<file path="config.mk">
export PLATFORM = sky130hd
export DESIGN_NAME = one_shot_timer_slot_table_flat
export DESIGN_NICKNAME = d
export VERILOG_FILES = /design/src/hw/rtl/ostt_pkg.sv /design/src/hw/rtl/ostt_item_if.sv /design/src/hw/rtl/ostt_cell.sv /design/src/hw/rtl/ostt_head.sv /design/src/hw/rtl/one_shot_timer_slot_table.sv /design/src/flat_wrapper.sv
export SDC_FILE = /design/constraint.sdc
export NUM_CORES = 1
export LEC_CHECK = 0
export ABC_AREA = 1
export BUFFER_PORTS_ARGS = -buffer_cell sky130_fd_sc_hd__buf_2
export CAP_MARGIN = 20
export CORE_MARGIN = 2
export CORE_UTILIZATION = 48
export CTS_CLUSTER_DIAMETER = 100
export CTS_CLUSTER_SIZE = 25
export DETAILED_ROUTE_END_ITERATION = 6
export PLACE_DENSITY_LB_ADDON = 0.3
export SYNTH_ARGS = -nofsm -noshare
export SYNTH_HDL_FRONTEND = slang
export SYNTH_SLANG_ARGS = --single-unit
export TNS_END_PERCENT = 1
</file>
<file path="constraint.sdc">
create_clock -name clk -period 10.7 [get_ports clk]
set_input_delay 1.07 -clock clk [delete_from_list [all_inputs] [get_ports clk]]
set_output_delay 1.07 -clock clk [all_outputs]
set_load 0.01 [all_outputs]
</file>
<file path="src/hw/rtl/ostt_pkg.sv">
// Shared types, codes and sizes for the one-shot timer slot table.
// No dependencies; compile first.
package ostt_pkg;

    localparam int SLOTS_DEF   = 8;
    localparam int MAX_RESULTS = 8;
    localparam int FIRE_W      = $clog2(MAX_RESULTS + 1);

    localparam int MODE_W   = 2;
    localparam int TIME_W   = 32;
    localparam int TAG_W    = 16;
    localparam int INDEX_W  = 8;
    localparam int STATUS_W = 3;
    localparam int SLOT_W   = 3;
    localparam int COUNT_W  = 4;

    // Request modes
    localparam logic [MODE_W-1:0] MODE_TICK   = 2'd0;
    localparam logic [MODE_W-1:0] MODE_ADD    = 2'd1;
    localparam logic [MODE_W-1:0] MODE_CANCEL = 2'd2;
    localparam logic [MODE_W-1:0] MODE_NONE   = 2'd3;

    // Result status codes
    localparam logic [STATUS_W-1:0] ST_ADDED          = 3'd0;
    localparam logic [STATUS_W-1:0] ST_ADD_REJECTED   = 3'd1;
    localparam logic [STATUS_W-1:0] ST_CANCELLED      = 3'd2;
    localparam logic [STATUS_W-1:0] ST_CANCEL_IGNORED = 3'd3;
    localparam logic [STATUS_W-1:0] ST_FIRED          = 3'd4;
    localparam logic [STATUS_W-1:0] ST_NOTHING_DUE    = 3'd5;

    // One timer slot as it travels along the chain
    typedef struct packed {
        logic              active;
        logic [TAG_W-1:0]  tag;
        logic [TIME_W-1:0] due;
    } entry_t;

    // Latched request
    typedef struct packed {
        logic [MODE_W-1:0]         mode;
        logic [TIME_W-1:0]         now;
        logic [TIME_W-1:0]         delay;
        logic [TAG_W-1:0]          tag;
        logic signed [INDEX_W-1:0] slot_index;
    } req_t;

    // Decision of the head for the slot under it
    typedef struct packed {
        logic add;
        logic free;
        logic fire;
    } hit_t;

    // One result item
    typedef struct packed {
        logic [STATUS_W-1:0] status;
        logic [SLOT_W-1:0]   slot;
        logic [TAG_W-1:0]    fired_tag;
        logic [COUNT_W-1:0]  active_count;
        logic                last;
    } result_t;

endpackage

</file>
<file path="src/hw/rtl/ostt_item_if.sv">
// Request and result channel interfaces (valid/ready with payload).
// Depends on ostt_pkg.
interface ostt_item_if;
    import ostt_pkg::*;

    logic                      valid;
    logic                      ready;
    logic [MODE_W-1:0]         mode;
    logic [TIME_W-1:0]         now;
    logic [TIME_W-1:0]         delay;
    logic [TAG_W-1:0]          tag;
    logic signed [INDEX_W-1:0] slot_index;

    modport source (output valid, mode, now, delay, tag, slot_index, input ready);
    modport sink   (input valid, mode, now, delay, tag, slot_index, output ready);
endinterface

interface ostt_result_if;
    import ostt_pkg::*;

    logic                valid;
    logic                ready;
    logic [STATUS_W-1:0] status;
    logic [SLOT_W-1:0]   slot;
    logic [TAG_W-1:0]    fired_tag;
    logic [COUNT_W-1:0]  active_count;
    logic                last;

    modport source (output valid, status, slot, fired_tag, active_count, last, input ready);
    modport sink   (input valid, status, slot, fired_tag, active_count, last, output ready);
endinterface

</file>
<file path="src/hw/rtl/ostt_cell.sv">
// One storage cell of the timer chain: holds a slot, takes its neighbor's on shift.
// Depends on ostt_pkg.
module ostt_cell (
    input  logic            clk,
    input  logic            rst_n,
    input  logic            shift,
    input  ostt_pkg::entry_t d,
    output ostt_pkg::entry_t q
);
    import ostt_pkg::*;

    entry_t entry_reg;

    always_ff @(posedge clk or negedge rst_n)
    begin
        if (!rst_n)
        begin
            entry_reg <= '0;
        end
        else if (shift)
        begin
            entry_reg <= d;
        end
    end

    assign q = entry_reg;
endmodule

</file>
<file path="src/hw/rtl/ostt_head.sv">
// Head of the timer chain: decides add, cancel or fire for the slot at cell 0
// and forms the entry that re-enters the far end. Depends on ostt_pkg.
module ostt_head #(
    parameter int SLOTS = ostt_pkg::SLOTS_DEF
) (
    input  ostt_pkg::entry_t               cur,
    input  ostt_pkg::req_t                 req,
    input  logic [$clog2(SLOTS+1)-1:0]     step,
    input  logic [$clog2(SLOTS+1)-1:0]     count,
    input  logic [ostt_pkg::FIRE_W-1:0]    fired,
    input  logic                           found,
    output ostt_pkg::entry_t               upd,
    output ostt_pkg::hit_t                 hit
);
    import ostt_pkg::*;

    localparam int CW = $clog2(SLOTS + 1);

    logic [TIME_W-1:0] lag;
    logic              add_ok;
    logic              cancel_ok;
    logic              fire_ok;

    always_comb
    begin
        // wrap-aware: due when now - due is not negative
        lag       = req.now - cur.due;
        add_ok    = (req.mode == MODE_ADD) && (req.tag != '0) &&
                    (count < CW'(SLOTS)) && !found && !cur.active;
        cancel_ok = (req.mode == MODE_CANCEL) && !req.slot_index[INDEX_W-1] &&
                    (7'(req.slot_index[INDEX_W-2:0]) == 7'(step)) && cur.active;
        fire_ok   = (req.mode == MODE_TICK) && cur.active && !lag[TIME_W-1] &&
                    (fired < FIRE_W'(MAX_RESULTS));

        upd = cur;
        if (add_ok)
        begin
            upd.active = 1'b1;
            upd.tag    = req.tag;
            upd.due    = req.now + req.delay;
        end
        else if (cancel_ok || fire_ok)
        begin
            // freed slots keep their due time
            upd.active = 1'b0;
            upd.tag    = '0;
        end

        hit.add  = add_ok;
        hit.free = cancel_ok || fire_ok;
        hit.fire = fire_ok;
    end
endmodule

</file>
<file path="src/hw/rtl/one_shot_timer_slot_table.sv">
// One-shot timer slot table. A request is taken while idle, then the slots rotate past
// the head one per cycle while no fired result stalls them, and the closing result is
// loaded after the scan; no new request is taken until that result is loaded.
// The head compares and updates each slot on the rotating chain. Fired results stall
// the rotation while the output register is full. Reset clears every slot and the count.
module one_shot_timer_slot_table #(
    parameter int SLOTS = ostt_pkg::SLOTS_DEF
) (
    input  logic          clk,
    input  logic          rst_n,
    ostt_item_if.sink     item,
    ostt_result_if.source result
);
    import ostt_pkg::*;

    localparam int CW = $clog2(SLOTS + 1);

    localparam logic [1:0] ST_IDLE   = 2'd0;
    localparam logic [1:0] ST_SCAN   = 2'd1;
    localparam logic [1:0] ST_FINISH = 2'd2;

    logic [1:0]        state_reg, state_next;
    req_t              req_reg;
    logic [CW-1:0]     step_reg, step_next;
    logic [CW-1:0]     count_reg, count_next;
    logic [FIRE_W-1:0] fired_reg, fired_next;
    // most recent hit: its slot and tag, held until the next hit or the start of the next scan
    logic              pend_valid_reg, pend_valid_next;
    logic [SLOT_W-1:0] pend_slot_reg, pend_slot_next;
    logic [TAG_W-1:0]  pend_tag_reg, pend_tag_next;
    result_t           out_reg, out_next;
    logic              out_valid_reg, out_valid_next;

    entry_t            cell_q [SLOTS];
    entry_t            head_upd;
    hit_t              hit;
    logic              shift;
    logic              accept;
    logic              out_free;
    logic              push;
    logic              out_load;

    // Chain: cell k takes cell k+1, the last cell takes the head's updated entry.
    // After SLOTS shifts every slot is back in its own cell.
    genvar k;
    generate
        for (k = 0; k < SLOTS; k++)
        begin : g_cell
            if (k == SLOTS - 1)
            begin : g_tail
                ostt_cell u_cell (
                    .clk   (clk),
                    .rst_n (rst_n),
                    .shift (shift),
                    .d     (head_upd),
                    .q     (cell_q[k])
                );
            end
            else
            begin : g_mid
                ostt_cell u_cell (
                    .clk   (clk),
                    .rst_n (rst_n),
                    .shift (shift),
                    .d     (cell_q[k+1]),
                    .q     (cell_q[k])
                );
            end
        end
    endgenerate

    ostt_head #(.SLOTS(SLOTS)) u_head (
        .cur   (cell_q[0]),
        .req   (req_reg),
        .step  (step_reg),
        .count (count_reg),
        .fired (fired_reg),
        .found (pend_valid_reg),
        .upd   (head_upd),
        .hit   (hit)
    );

    assign accept   = item.valid && item.ready;
    assign out_free = !out_valid_reg || result.ready;
    // a new fire pushes the previous one out with last low
    assign push     = (state_reg == ST_SCAN) && hit.fire && pend_valid_reg;
    assign shift    = (state_reg == ST_SCAN) && (!push || out_free);
    assign out_load = (push && out_free) || ((state_reg == ST_FINISH) && out_free);

    always_comb
    begin
        state_next      = state_reg;
        step_next       = step_reg;
        count_next      = count_reg;
        fired_next      = fired_reg;
        pend_valid_next = pend_valid_reg;
        pend_slot_next  = pend_slot_reg;
        pend_tag_next   = pend_tag_reg;

        case (state_reg)
            ST_IDLE:
            begin
                if (accept && (item.mode != MODE_NONE))
                begin
                    state_next      = ST_SCAN;
                    step_next       = '0;
                    fired_next      = '0;
                    pend_valid_next = 1'b0;
                    pend_slot_next  = '0;
                    pend_tag_next   = '0;
                end
            end
            ST_SCAN:
            begin
                if (shift)
                begin
                    if (hit.add)
                    begin
                        count_next = count_reg + 1'b1;
                    end
                    else if (hit.free)
                    begin
                        count_next = count_reg - 1'b1;
                    end
                    if (hit.fire)
                    begin
                        fired_next = fired_reg + 1'b1;
                    end
                    if (hit.add || hit.free)
                    begin
                        pend_valid_next = 1'b1;
                        pend_slot_next  = SLOT_W'(step_reg);
                        pend_tag_next   = cell_q[0].tag;
                    end
                    if (step_reg == CW'(SLOTS - 1))
                    begin
                        state_next = ST_FINISH;
                    end
                    else
                    begin
                        step_next = step_reg + 1'b1;
                    end
                end
            end
            ST_FINISH:
            begin
                if (out_free)
                begin
                    state_next = ST_IDLE;
                end
            end
            default:
            begin
                state_next = ST_IDLE;
            end
        endcase
    end

    // Result formation: a pushed fire during the scan, or the closing result
    always_comb
    begin
        out_next              = out_reg;
        out_valid_next        = out_valid_reg && !result.ready;
        out_next.active_count = COUNT_W'(count_reg);
        out_next.slot         = pend_valid_reg ? pend_slot_reg : '0;
        out_next.fired_tag    = '0;
        out_next.last         = 1'b1;
        out_next.status       = ST_NOTHING_DUE;
        if (push)
        begin
            out_next.status    = ST_FIRED;
            out_next.fired_tag = pend_tag_reg;
            out_next.last      = 1'b0;
        end
        else
        begin
            case (req_reg.mode)
                MODE_ADD:
                begin
                    out_next.status = pend_valid_reg ? ST_ADDED : ST_ADD_REJECTED;
                end
                MODE_CANCEL:
                begin
                    out_next.status = pend_valid_reg ? ST_CANCELLED : ST_CANCEL_IGNORED;
                end
                default:
                begin
                    out_next.status    = pend_valid_reg ? ST_FIRED : ST_NOTHING_DUE;
                    out_next.fired_tag = pend_valid_reg ? pend_tag_reg : '0;
                end
            endcase
        end
        if (out_load)
        begin
            out_valid_next = 1'b1;
        end
    end

    always_ff @(posedge clk or negedge rst_n)
    begin
        if (!rst_n)
        begin
            state_reg      <= ST_IDLE;
            step_reg       <= '0;
            count_reg      <= '0;
            fired_reg      <= '0;
            pend_valid_reg <= 1'b0;
            out_valid_reg  <= 1'b0;
        end
        else
        begin
            state_reg      <= state_next;
            step_reg       <= step_next;
            count_reg      <= count_next;
            fired_reg      <= fired_next;
            pend_valid_reg <= pend_valid_next;
            out_valid_reg  <= out_valid_next;
        end
    end

    // Payload registers: no reset
    always_ff @(posedge clk)
    begin
        pend_slot_reg <= pend_slot_next;
        pend_tag_reg  <= pend_tag_next;
        if (accept)
        begin
            req_reg.mode       <= item.mode;
            req_reg.now        <= item.now;
            req_reg.delay      <= item.delay;
            req_reg.tag        <= item.tag;
            req_reg.slot_index <= item.slot_index;
        end
        if (out_load)
        begin
            out_reg <= out_next;
        end
    end

    assign item.ready          = (state_reg == ST_IDLE);
    assign result.valid        = out_valid_reg;
    assign result.status       = out_reg.status;
    assign result.slot         = out_reg.slot;
    assign result.fired_tag    = out_reg.fired_tag;
    assign result.active_count = out_reg.active_count;
    assign result.last         = out_reg.last;

    // Count never runs past the table size
    a_count_bound: assert property (@(posedge clk) disable iff (!rst_n)
        count_reg <= CW'(SLOTS))
        else $error("active count exceeds slot count");

    // Fires per tick stay within the result limit
    a_fired_bound: assert property (@(posedge clk) disable iff (!rst_n)
        fired_reg <= FIRE_W'(MAX_RESULTS))
        else $error("too many fires in one tick");

    // A closing result that leaves FINISH is shown next cycle with last set
    a_finish_last: assert property (@(posedge clk) disable iff (!rst_n)
        (state_reg == ST_FINISH) && out_free |=> result.valid && result.last)
        else $error("closing result missing or without last");

    // A request of a real mode starts a scan
    a_start_scan: assert property (@(posedge clk) disable iff (!rst_n)
        accept && (item.mode != MODE_NONE) |=> (state_reg == ST_SCAN) && (step_reg == '0))
        else $error("request did not start a scan");
endmodule

</file>
<file path="src/flat_wrapper.sv">
// flat-port wrapper written by rule: the top's interface ports become plain ports
module one_shot_timer_slot_table_flat import ostt_pkg::*;
#(
    parameter int SLOTS = ostt_pkg::SLOTS_DEF
)
  (clk, rst_n, item_valid, item_mode, item_now, item_delay, item_tag, item_slot_index, item_ready, result_valid, result_status, result_slot, result_fired_tag, result_active_count, result_last, result_ready);
  ostt_item_if item_i ();
  ostt_result_if result_i ();
  input  logic clk;
  input  logic rst_n;
  input wire logic [$bits(item_i.valid)-1:0] item_valid;
  input wire logic [$bits(item_i.mode)-1:0] item_mode;
  input wire logic [$bits(item_i.now)-1:0] item_now;
  input wire logic [$bits(item_i.delay)-1:0] item_delay;
  input wire logic [$bits(item_i.tag)-1:0] item_tag;
  input wire logic [$bits(item_i.slot_index)-1:0] item_slot_index;
  output wire logic [$bits(item_i.ready)-1:0] item_ready;
  output wire logic [$bits(result_i.valid)-1:0] result_valid;
  output wire logic [$bits(result_i.status)-1:0] result_status;
  output wire logic [$bits(result_i.slot)-1:0] result_slot;
  output wire logic [$bits(result_i.fired_tag)-1:0] result_fired_tag;
  output wire logic [$bits(result_i.active_count)-1:0] result_active_count;
  output wire logic [$bits(result_i.last)-1:0] result_last;
  input wire logic [$bits(result_i.ready)-1:0] result_ready;
  assign item_i.valid = item_valid;
  assign item_i.mode = item_mode;
  assign item_i.now = item_now;
  assign item_i.delay = item_delay;
  assign item_i.tag = item_tag;
  assign item_i.slot_index = item_slot_index;
  assign item_ready = item_i.ready;
  assign result_valid = result_i.valid;
  assign result_status = result_i.status;
  assign result_slot = result_i.slot;
  assign result_fired_tag = result_i.fired_tag;
  assign result_active_count = result_i.active_count;
  assign result_last = result_i.last;
  assign result_i.ready = result_ready;
  one_shot_timer_slot_table #(.SLOTS(SLOTS)) u_core (.clk(clk), .rst_n(rst_n), .item(item_i), .result(result_i));
endmodule
</file>
Word level (Yosys, flattened, before mapping):

Cells that the tools add are included.

* flip-flop bits (word level): 544
* bits in latches: 0
* bits in writable memories: 0
* memory bits (read-only): 0
* input bits: 94
* output and inout bits: 29
* word-level logic and storage cells: 143
* memories: 0

* add/sub/neg operators: 6
* $mul: 0
* divide/modulo/power cells: 0
* order comparisons: 2
* equality and inequality tests: 14
* shift-type cells: 0
* multiplexer cells: 38
* bitwise operators: 0
* reduce and logical (&&, ||, !) cells: 41

Operator list (number)
* $mux 16: 6
* $mux 17: 2
* $add 32x32->32: 1
* $mux 32: 1
* $pmux 16 s2: 1
* $sub 32x32->32: 1
* $mux 4: 7
* $logic_and 1x1->1: 18
* $pmux 4 s2: 2
* $reduce_and 4->1: 4
* $reduce_bool 16->1: 1
* $ne 2x2->1 const B: 7
* $add 4x1->4 const B: 3
* $pmux 3 s2: 2
* $mux 3: 3
* $lt 4x4->1 const B: 2
* $mux 1: 8
* $mux 2: 4
* $eq 7x4->1: 1
* $logic_not 1->1: 7
* $pmux 2 s3: 1
* $logic_or 1x1->1: 5
* $eq 2x1->1 const B: 2
* $eq 2x2->1 const B: 2
* other kinds (8): 10

Depth between registers and ports, before layout:

Gate-level depths: netlist (run 1).

* depth in word-level cells: 11
* depth in mapped cells: 21

Modules after synthesis:

A second synthesis (run 1) with hierarchy kept.

* cell total of the unflattened synthesis: 2708
* area total of the unflattened synthesis: 23966.7 µm²

Modules (own cells, without submodules)
* ostt_cell: instances 8, cells an instance 208, area an instance 1858.0 µm², sequential area each 1226.2 µm²
* one_shot_timer_slot_table: instances 1, cells an instance 357, area an instance 5460.2 µm², sequential area each 4484.3 µm²
* ostt_head: instances 1, cells an instance 687, area an instance 3642.2 µm², sequential area each 0.0 µm²

Least setup slack after synthesis (run 1):

No wires, ideal clock.

* path type: input to register
* start: input port item_valid
* end: register u_core.pend_slot_reg[0], enable pin
* setup time: 0.374 ns
* arrival: 9.120 ns
* data required time: 10.326 ns
* setup slack: 1.206 ns
* stages on the path: 5
* path buffers: 0
* path through: nor3b_1 nand2_1 nand2_1 nand3_1 inv_1

* longest elaborated chain between the ends: 4

RTL lines
* start, declared: line flat_wrapper.sv:11 `input wire logic [$bits(item_i.valid)-1:0] item_valid;`
* $logic_and 1x1->1: line one_shot_timer_slot_table.sv:83 `assign accept = item.valid && item.ready;`
* $logic_and 1x1->1: line one_shot_timer_slot_table.sv:103 `if (accept && (item.mode != MODE_NONE))`
* $ne 2x2->1 (no line)
* $reduce_and 4->1 (no line)
* end signal, assigned: line one_shot_timer_slot_table.sv:224 `pend_slot_reg <= pend_slot_next;`
* end, declared: line one_shot_timer_slot_table.sv:29 `logic [SLOT_W-1:0] pend_slot_reg, pend_slot_next;`

Every way passes these cells.
A chain may end at the register's enable or synchronous reset.

Worst setup path after layout (run 1):

* start: register u_core.req_reg[62] (netlist bit)
* end: register u_core.g_cell[0].g_mid.u_cell.entry_reg (netlist bit u_core.g_cell[0].g_mid.u_cell.q[21])

* longest elaborated chain between the ends: 9

RTL lines
* start, declared: line one_shot_timer_slot_table.sv:23 `req_t req_reg;`
* $sub 32x32->32: line ostt_head.sv:27 `lag = req.now - cur.due;`
* $logic_not 1->1: line ostt_head.sv:32 `fire_ok = (req.mode == MODE_TICK) && cur.active && !lag[TIME_W-1] &&`
* $logic_and 1x1->1 (2 in series): line ostt_head.sv:32
* $logic_and 1x1->1 (2 in series): line one_shot_timer_slot_table.sv:86 `assign push = (state_reg == ST_SCAN) && hit.fire && pend_valid_reg;`
* $logic_not 1->1: line one_shot_timer_slot_table.sv:87 `assign shift = (state_reg == ST_SCAN) && (!push || out_free);`
* $logic_or 1x1->1: line one_shot_timer_slot_table.sv:87
* $logic_and 1x1->1: line one_shot_timer_slot_table.sv:87
* end signal, assigned: line ostt_cell.sv:18 `entry_reg <= '0;`
* end signal, assigned: line ostt_cell.sv:22 `entry_reg <= d;`
* end, declared: line ostt_cell.sv:12 `entry_t entry_reg;`

Every way passes these cells.

==> impl_metrics.toml, run 1 <==
[worst_setup_path]
cp-endpoint = "u_core.g_cell[0].g_mid.u_cell.q[21]$_DFFE_PN0P_"
reg2regPathDepth = 17
criticalPathCategory = "reg2reg"
crit_cells = 17
r2r_start = "u_core.req_reg[62]$_DFFE_PP_"
startpoint = "u_core.req_reg[62]$_DFFE_PP_"
cp-start-kind = "flip-flop"
crit_path_end_kind = "flip-flop"
cp_max_fo = 230
crit_top_cell = "nand2_1"
cp_top_family = "simple AND/OR/NAND/NOR gates"
rrSetupSlack_ns = 6.06
crit_required_ns = 11.20
cp.buffers_inverters = 3
path_cells = "ha_1, nand2_1, inv_1, a21oi_1, nand2_1, nand2_1, nand2_1, nand2_1, nand2_1, nand2_1, nand2_2, nand4_4, nand2_8, inv_16, buf_12, nand2_1, o21ai_1"
slowest_stage = "inv_16"
arrival_ns = 5.14
r2r-end = "u_core.g_cell[0].g_mid.u_cell.q[21]$_DFFE_PN0P_"
critical_path.max_stage_delay_ns = 0.72

[drt]
avgViaCountPerCell = 5.02
drtIter0Drc = 1543
ant_nets = 0
wl_per_cell_microns = 15.6
wl_microns = 49600
drt-pass1-iter-count = 6
via_count = 16000
drc = 0

[status]
status = "finished clean"

[sta]
max_freq_ghz = 0.216
relSlewSlack_pct = 26.0
rsz0062_at_grt = "no"
clock_skew_ns = 0.0270
slew_viol_final = 0
period_share_pct = 43.4
final-setup-viol-count = 0
postLayoutSetupSlackWorst_ns = 6.06
final-hold-violation-count = 0
tns_ns = 0
worstMarginPinSlew_ns = 1.10
min_period_ns = 4.64

[die]
coreArea_sq_um = 49000
die_w_microns = 227
num_rows = 81
start_util_pct = 48.7
ios = 123
dieArea_sq_um = 51400
die_h_microns = 227

[synthesis]
syn_area_per_cell_sq_um = 9.73
postSynthCellCount = 2447
post_synth_most_frequent_cells = "nand2_1 (751), dfrtp_1 (408), inv_1 (291)"
syn-cell-area_sq_um = 23800
synth_area_leaders = "dfrtp_1 (43%), edfxtp_1 (17%), nand2_1 (12%)"
yosysWarnings = 0
synthFlopType = "dfrtp_1"
yosysMostFrequentCell = "nand2_1"
synth.distinct_cells = 43
synthesis.nets = 2612
synth_top_cell_area_share_pct = 42.9
synth-edff-count = 136
async_flop_share_pct = 75.0
ys_seq_area_share_pct = 60.0
synth.ff_latch_count = 544
yosysTopAreaCell = "dfrtp_1"

[cts]
worstSkewPairLatency_ns = 0.60
cts_buffers = 26
cts-resized-gates = 0
cts.sink_count = 544
cts.clk_slew.worst_paths_ns = 0.10
hold_buffers = 0
cts_tree = "built"
htreeDepth = 1
ctsLongestPathBuffers = 3
root_buffer = "clkbuf_16"
cts_setup_buffers = 0

[layout]
fill_cells = 4405
antennaDiodeCount = 0
final_core_util_pct = 52.0
final_layout_size_suffix_gt1_share_pct = 11.9
multi_input_area_sq_um = 7710
regArea_sq_um = 14300
largest_reg_flops = 343
syn2layout_area_growth_pct = 6.81
fin_nets = 2673

[power]
power.switching_uw = 2580
finalPower_uw = 6530
switching_share_pct = 39.5
p_clk_share_pct = 16.8
vdd_drop_max_v = 0.000222
intPower_uw = 3950
seqPwrFrac_pct = 47.9
powerDensity_nw_per_um2 = 257
p_comb_share_pct = 35.3
p_leak_uw = 0.0118

[placed_design]
pre_cts_slack_ns = 6.10
portBuffers = 122
hpwl_microns = 34000
globalplace.congestion = 0.887

[global_route]
first_global_vias = 15200
grt_pass1_wl_microns = 80500
antenna_found_initial = 0
track_usage_pct = 19.7
grt_max_degree = 231
grt_overflow_total = 0

[job]
maxCapViolCount = 0

[hold_path]
hold_class = "reg2reg"
## power by group through the flow
stage                     Clock (uW)  Sequential (uW)  Combinational [uW]
after global placement             0             3150                2270
final                           1100             3120                2310
after floorplan                    0             3090                1950
after CTS                       1130             3120                2330
after detailed placement           0             3160                2320
after global routing            1210             3200                2640
## per-stage QoR
stage                     area [sq um]  cells  hold WS [ns]
after global placement           24700   3143         0.451
after CTS                        25400   3182         0.477
after floorplan                  23800   2447         0.442
after detailed placement         24700   3143         0.455
after global routing             25400   3183         0.496
final                            25400   3183         0.470
## layout by cell type (no fill, tap or decap), types with 4 or more instances in the layout
master	instances
xnor2_1	6
a21oi_1	60
clkbuf_1	8
nor2_1	76
ha_1	69
nand3_1	47
o21ai_0	229
xor2_1	5
clkbuf_16	26
o21ai_2	120
a21o_1	6
nand2_1	751
nand4_1	16
o21ai_1	61
nand3b_1	4
buf_2	121
edfxtp_1	136
or2_2	4
inv_1	291
o21bai_1	5
dfrtp_1	408
and3_1	18
nor4_1	7
buf_4	11
nor3_1	5
## layout make-up
type                            instances  area share (%)
Clock buffer                           34            2.68
Clock inverter                          5           0.207
Inverter                              294            4.40
Multi-Input combinational cell       1507            30.3
Sequential cell                       544            56.2
Tap cell                              664            3.27
Timing Repair Buffer                  135            2.95
## how the worst min path moves through the flow
stage / start / endpoint / slack, ns / cells past startpoint
final: u_core.g_cell[6].g_mid.u_cell.q[0]$_DFFE_PN0P_ / u_core.g_cell[5].g_mid.u_cell.q[0]$_DFFE_PN0P_ / 0.47 / 2
after global placement: u_core.g_cell[3].g_mid.u_cell.q[32]$_DFFE_PN0P_ / u_core.g_cell[2].g_mid.u_cell.q[32]$_DFFE_PN0P_ / 0.45 / 2
after global routing: u_core.g_cell[6].g_mid.u_cell.q[22]$_DFFE_PN0P_ / u_core.g_cell[5].g_mid.u_cell.q[22]$_DFFE_PN0P_ / 0.50 / 2
after detailed placement: u_core.g_cell[6].g_mid.u_cell.q[19]$_DFFE_PN0P_ / u_core.g_cell[5].g_mid.u_cell.q[19]$_DFFE_PN0P_ / 0.45 / 2
after CTS: u_core.g_cell[6].g_mid.u_cell.q[0]$_DFFE_PN0P_ / u_core.g_cell[5].g_mid.u_cell.q[0]$_DFFE_PN0P_ / 0.48 / 2
after floorplan: u_core.g_cell[1].g_mid.u_cell.q[0]$_DFFE_PN0P_ / u_core.g_cell[0].g_mid.u_cell.q[0]$_DFFE_PN0P_ / 0.44 / 2
## metal layers
metal	up-vias	global-route usage, %	share of wire (%)
li1	7968	-	-
met1	7626	30.6	50
met2	352	29.6	43
met3	48	2.51	5.4
met4	0	3.88	1.5
met5	-	0	0
## worst register-to-register path, stage by stage, from the launching register on
cell	delay, ns
edfxtp_1	0.43
ha_1	0.31
nand2_1	0.10
inv_1	0.04
a21oi_1	0.13
nand2_1	0.08
nand2_1	0.06
nand2_1	0.09
nand2_1	0.11
nand2_1	0.08
nand2_1	0.08
nand2_2	0.11
nand4_4	0.22
nand2_8	0.50
inv_16	0.73
buf_12	0.81
nand2_1	0.49
o21ai_1	0.17
## cell families after synthesis
group                    count (synthesis)  synth area share (%)
AO/OA/AOI/OAI                          488                  12.3
XOR/XNOR                                11                 0.404
adder cells (fa/ha/maj)                 71                  3.79
buffers and inverters                  396                  7.67
flip-flops                             544                  60.0
AND/OR/NAND/NOR                        937                  15.8
Power figures use the tool's default switching activity.
==> run 2, diff against run 1 <==
Clock period 10.7 ns to 4.7 ns, I/O delays scaled along.
==> run 2 against run 1 <==
  * Combinational power is 130% higher
  * Clock power is 130% higher
  * Wire length down 4.5%
  * Maximum frequency is 22% higher
  * Count of clock-buffer cells in the layout increased by 1
  * Sequential share of layout area down 0.81 points
  * Global-route usage shrank 0.95 points
  * Total power increased by 130%
  * Non-clock buffer count rose by 28
  * Largest power group unchanged
==> impl_metrics.toml, run 2 (synthesized netlist as in run 1, its figures left out) <==
[sta]
max_freq_ghz = 0.263
tns_ns = 0
period_share_pct = 81.0
worstMarginPinSlew_ns = 0.935
min_period_ns = 3.81
final-setup-viol-count = 0
rsz0062_at_grt = "no"
slew_viol_final = 0
relSlewSlack_pct = 37.7
final-hold-violation-count = 0
clock_skew_ns = 0.0318

[drt]
wl_per_cell_microns = 14.7
avgViaCountPerCell = 4.97
via_count = 16000
drc = 0
drtIter0Drc = 1413
drt-pass1-iter-count = 5
ant_nets = 0
wl_microns = 47300

[power]
switching_share_pct = 39.1
powerDensity_nw_per_um2 = 581
p_leak_uw = 0.0119
intPower_uw = 9140
p_clk_share_pct = 17.1
vdd_drop_max_v = 0.000498
p_comb_share_pct = 35.5
finalPower_uw = 15000
seqPwrFrac_pct = 47.3
power.switching_uw = 5860

[cts]
cts_tree = "built"
ctsLongestPathBuffers = 3
cts_buffers = 26
worstSkewPairLatency_ns = 0.61
root_buffer = "clkbuf_16"
cts.clk_slew.worst_paths_ns = 0.10
cts_setup_buffers = 0
htreeDepth = 1
cts.sink_count = 544

[global_route]
first_global_vias = 15200
grt_overflow_total = 0
antenna_found_initial = 0
track_usage_pct = 18.7
grt_max_degree = 186
grt_pass1_wl_microns = 77900

[worst_setup_path]
criticalPathCategory = "reg2reg"
crit_required_ns = 5.23
cp-start-kind = "flip-flop"
cp_max_fo = 185
crit_path_end_kind = "flip-flop"
arrival_ns = 4.34

[layout]
antennaDiodeCount = 0
syn2layout_area_growth_pct = 8.38
fin_nets = 2701
largest_reg_flops = 343
stdcell_count = 3213
fill_cells = 4402
fin_area_sq_um = 25800
final_common_cell = "nand2_1"
final_layout_size_suffix_gt1_share_pct = 12.0
final_cell_mix = "nand2_1 (751), dfrtp_1 (408), inv_1 (291), o21ai_0 (229), edfxtp_1 (136)"
final_core_util_pct = 52.7

[job]
maxCapViolCount = 0

[die]
die_w_microns = 227
coreArea_sq_um = 49000
start_util_pct = 48.7
dieArea_sq_um = 51400
die_h_microns = 227
num_rows = 81
ios = 123

[placed_design]
placed_area_sq_um = 24800
hpwl_microns = 32100
portBuffers = 122
globalplace.congestion = 0.871
placed_cells = 3150

[status]
status = "finished clean"

[hold_path]
hold_class = "in2reg"
## run 2: changes by cell type in the layout (fill, tap and decap cells not counted)
| cell | previous run | this run |
|---|---|---|
| dlygate4sd3_1 | 0 | 22 |
| buf_12 | 1 | 8 |
| buf_16 | 1 | 0 |
| bufinv_8 | 0 | 1 |
| clkbuf_1 | 8 | 9 |
| clkinv_16 | 0 | 1 |
| clkinv_4 | 1 | 0 |
| inv_12 | 1 | 0 |
| inv_6 | 0 | 1 |
| nor3b_2 | 2 | 1 |
| nor3b_4 | 0 | 1 |
## run 2: area by class of cell
class | instances | area, sq um | area share (%)
sequential | 544 | 14300 | 55.4
multi-input combinational | 1507 | 7720 | 29.9
inverter | 294 | 1120 | 4.34
timing repair buffer | 163 | 1080 | 4.20
tap | 664 | 831 | 3.22
clock buffer | 35 | 684 | 2.65
clock inverter | 6 | 83.8 | 0.325
## run 2: critical path: stages (launching register included)
cell	delay, ns
edfxtp_1	0.44
ha_1	0.32
a21o_1	0.18
nor2_1	0.12
nand2_1	0.08
a21oi_1	0.38
nand2_1	0.13
nand2_1	0.09
nand2_2	0.07
nand4_4	0.20
nand2_8	0.34
inv_16	0.61
buf_4	0.43
nand2_1	0.12
o21ai_2	0.08
## run 2: per-stage QoR
| stage | worst slack [ns] | hold WS, ns |
|---|---|---|
| floorplan | 0.476 | 0.174 |
| global placement | 1.09 | 0.451 |
| detailed placement | 0.965 | 0.452 |
| CTS | 0.915 | 0.00135 |
| global route | 0.546 | 0.00209 |
| finish | 0.892 | 0.0383 |
## run 2: power by group through the flow
stage               registers, uW  logic, uW  clock network (uW)
global route                 7260       6130                2820
floorplan                    6990       4450                   0
global placement             7150       5200                   0
detailed placement           7180       5340                   0
CTS                          7090       5390                2660
finish                       7100       5330                2570
## run 2: layer usage
| layer | global-route usage, % | wire, microns | up-vias |
|---|---|---|---|
| li1 | - | - | 8025 |
| met1 | 29.7 | 24300 | 7642 |
| met2 | 27.6 | 20300 | 277 |
| met3 | 2.15 | 1980 | 40 |
| met4 | 4.12 | 750 | 0 |
| met5 | 0 | 0 | - |
## run 2: repair_timing
action,4_1_cts,5_1_grt
hold buffers,22,0
gates resized for setup,0,0
endpoints found under the hold margin,125,0
## run 2: worst paths after layout
check                                                                start                                               to  slack [ns]  depth (start not counted)
setup / recovery                              u_core.req_reg[86]$_DFFE_PP_  u_core.g_cell[7].g_tail.u_cell.q[6]$_DFFE_PN0P_        0.89                         14
hold / removal                                                item_tag[12]                     u_core.req_reg[20]$_DFFE_PP_        0.04                          1
setup reg to reg                              u_core.req_reg[86]$_DFFE_PP_  u_core.g_cell[7].g_tail.u_cell.q[6]$_DFFE_PN0P_        0.89                         14
hold reg to reg            u_core.g_cell[3].g_mid.u_cell.q[32]$_DFFE_PN0P_  u_core.g_cell[2].g_mid.u_cell.q[32]$_DFFE_PN0P_        0.47                          2
max in group asynchronous                                            rst_n   u_core.g_cell[2].g_mid.u_cell.q[5]$_DFFE_PN0P_        2.99                          3
min in group asynchronous                                            rst_n  u_core.g_cell[3].g_mid.u_cell.q[28]$_DFFE_PN0P_        0.53                          2
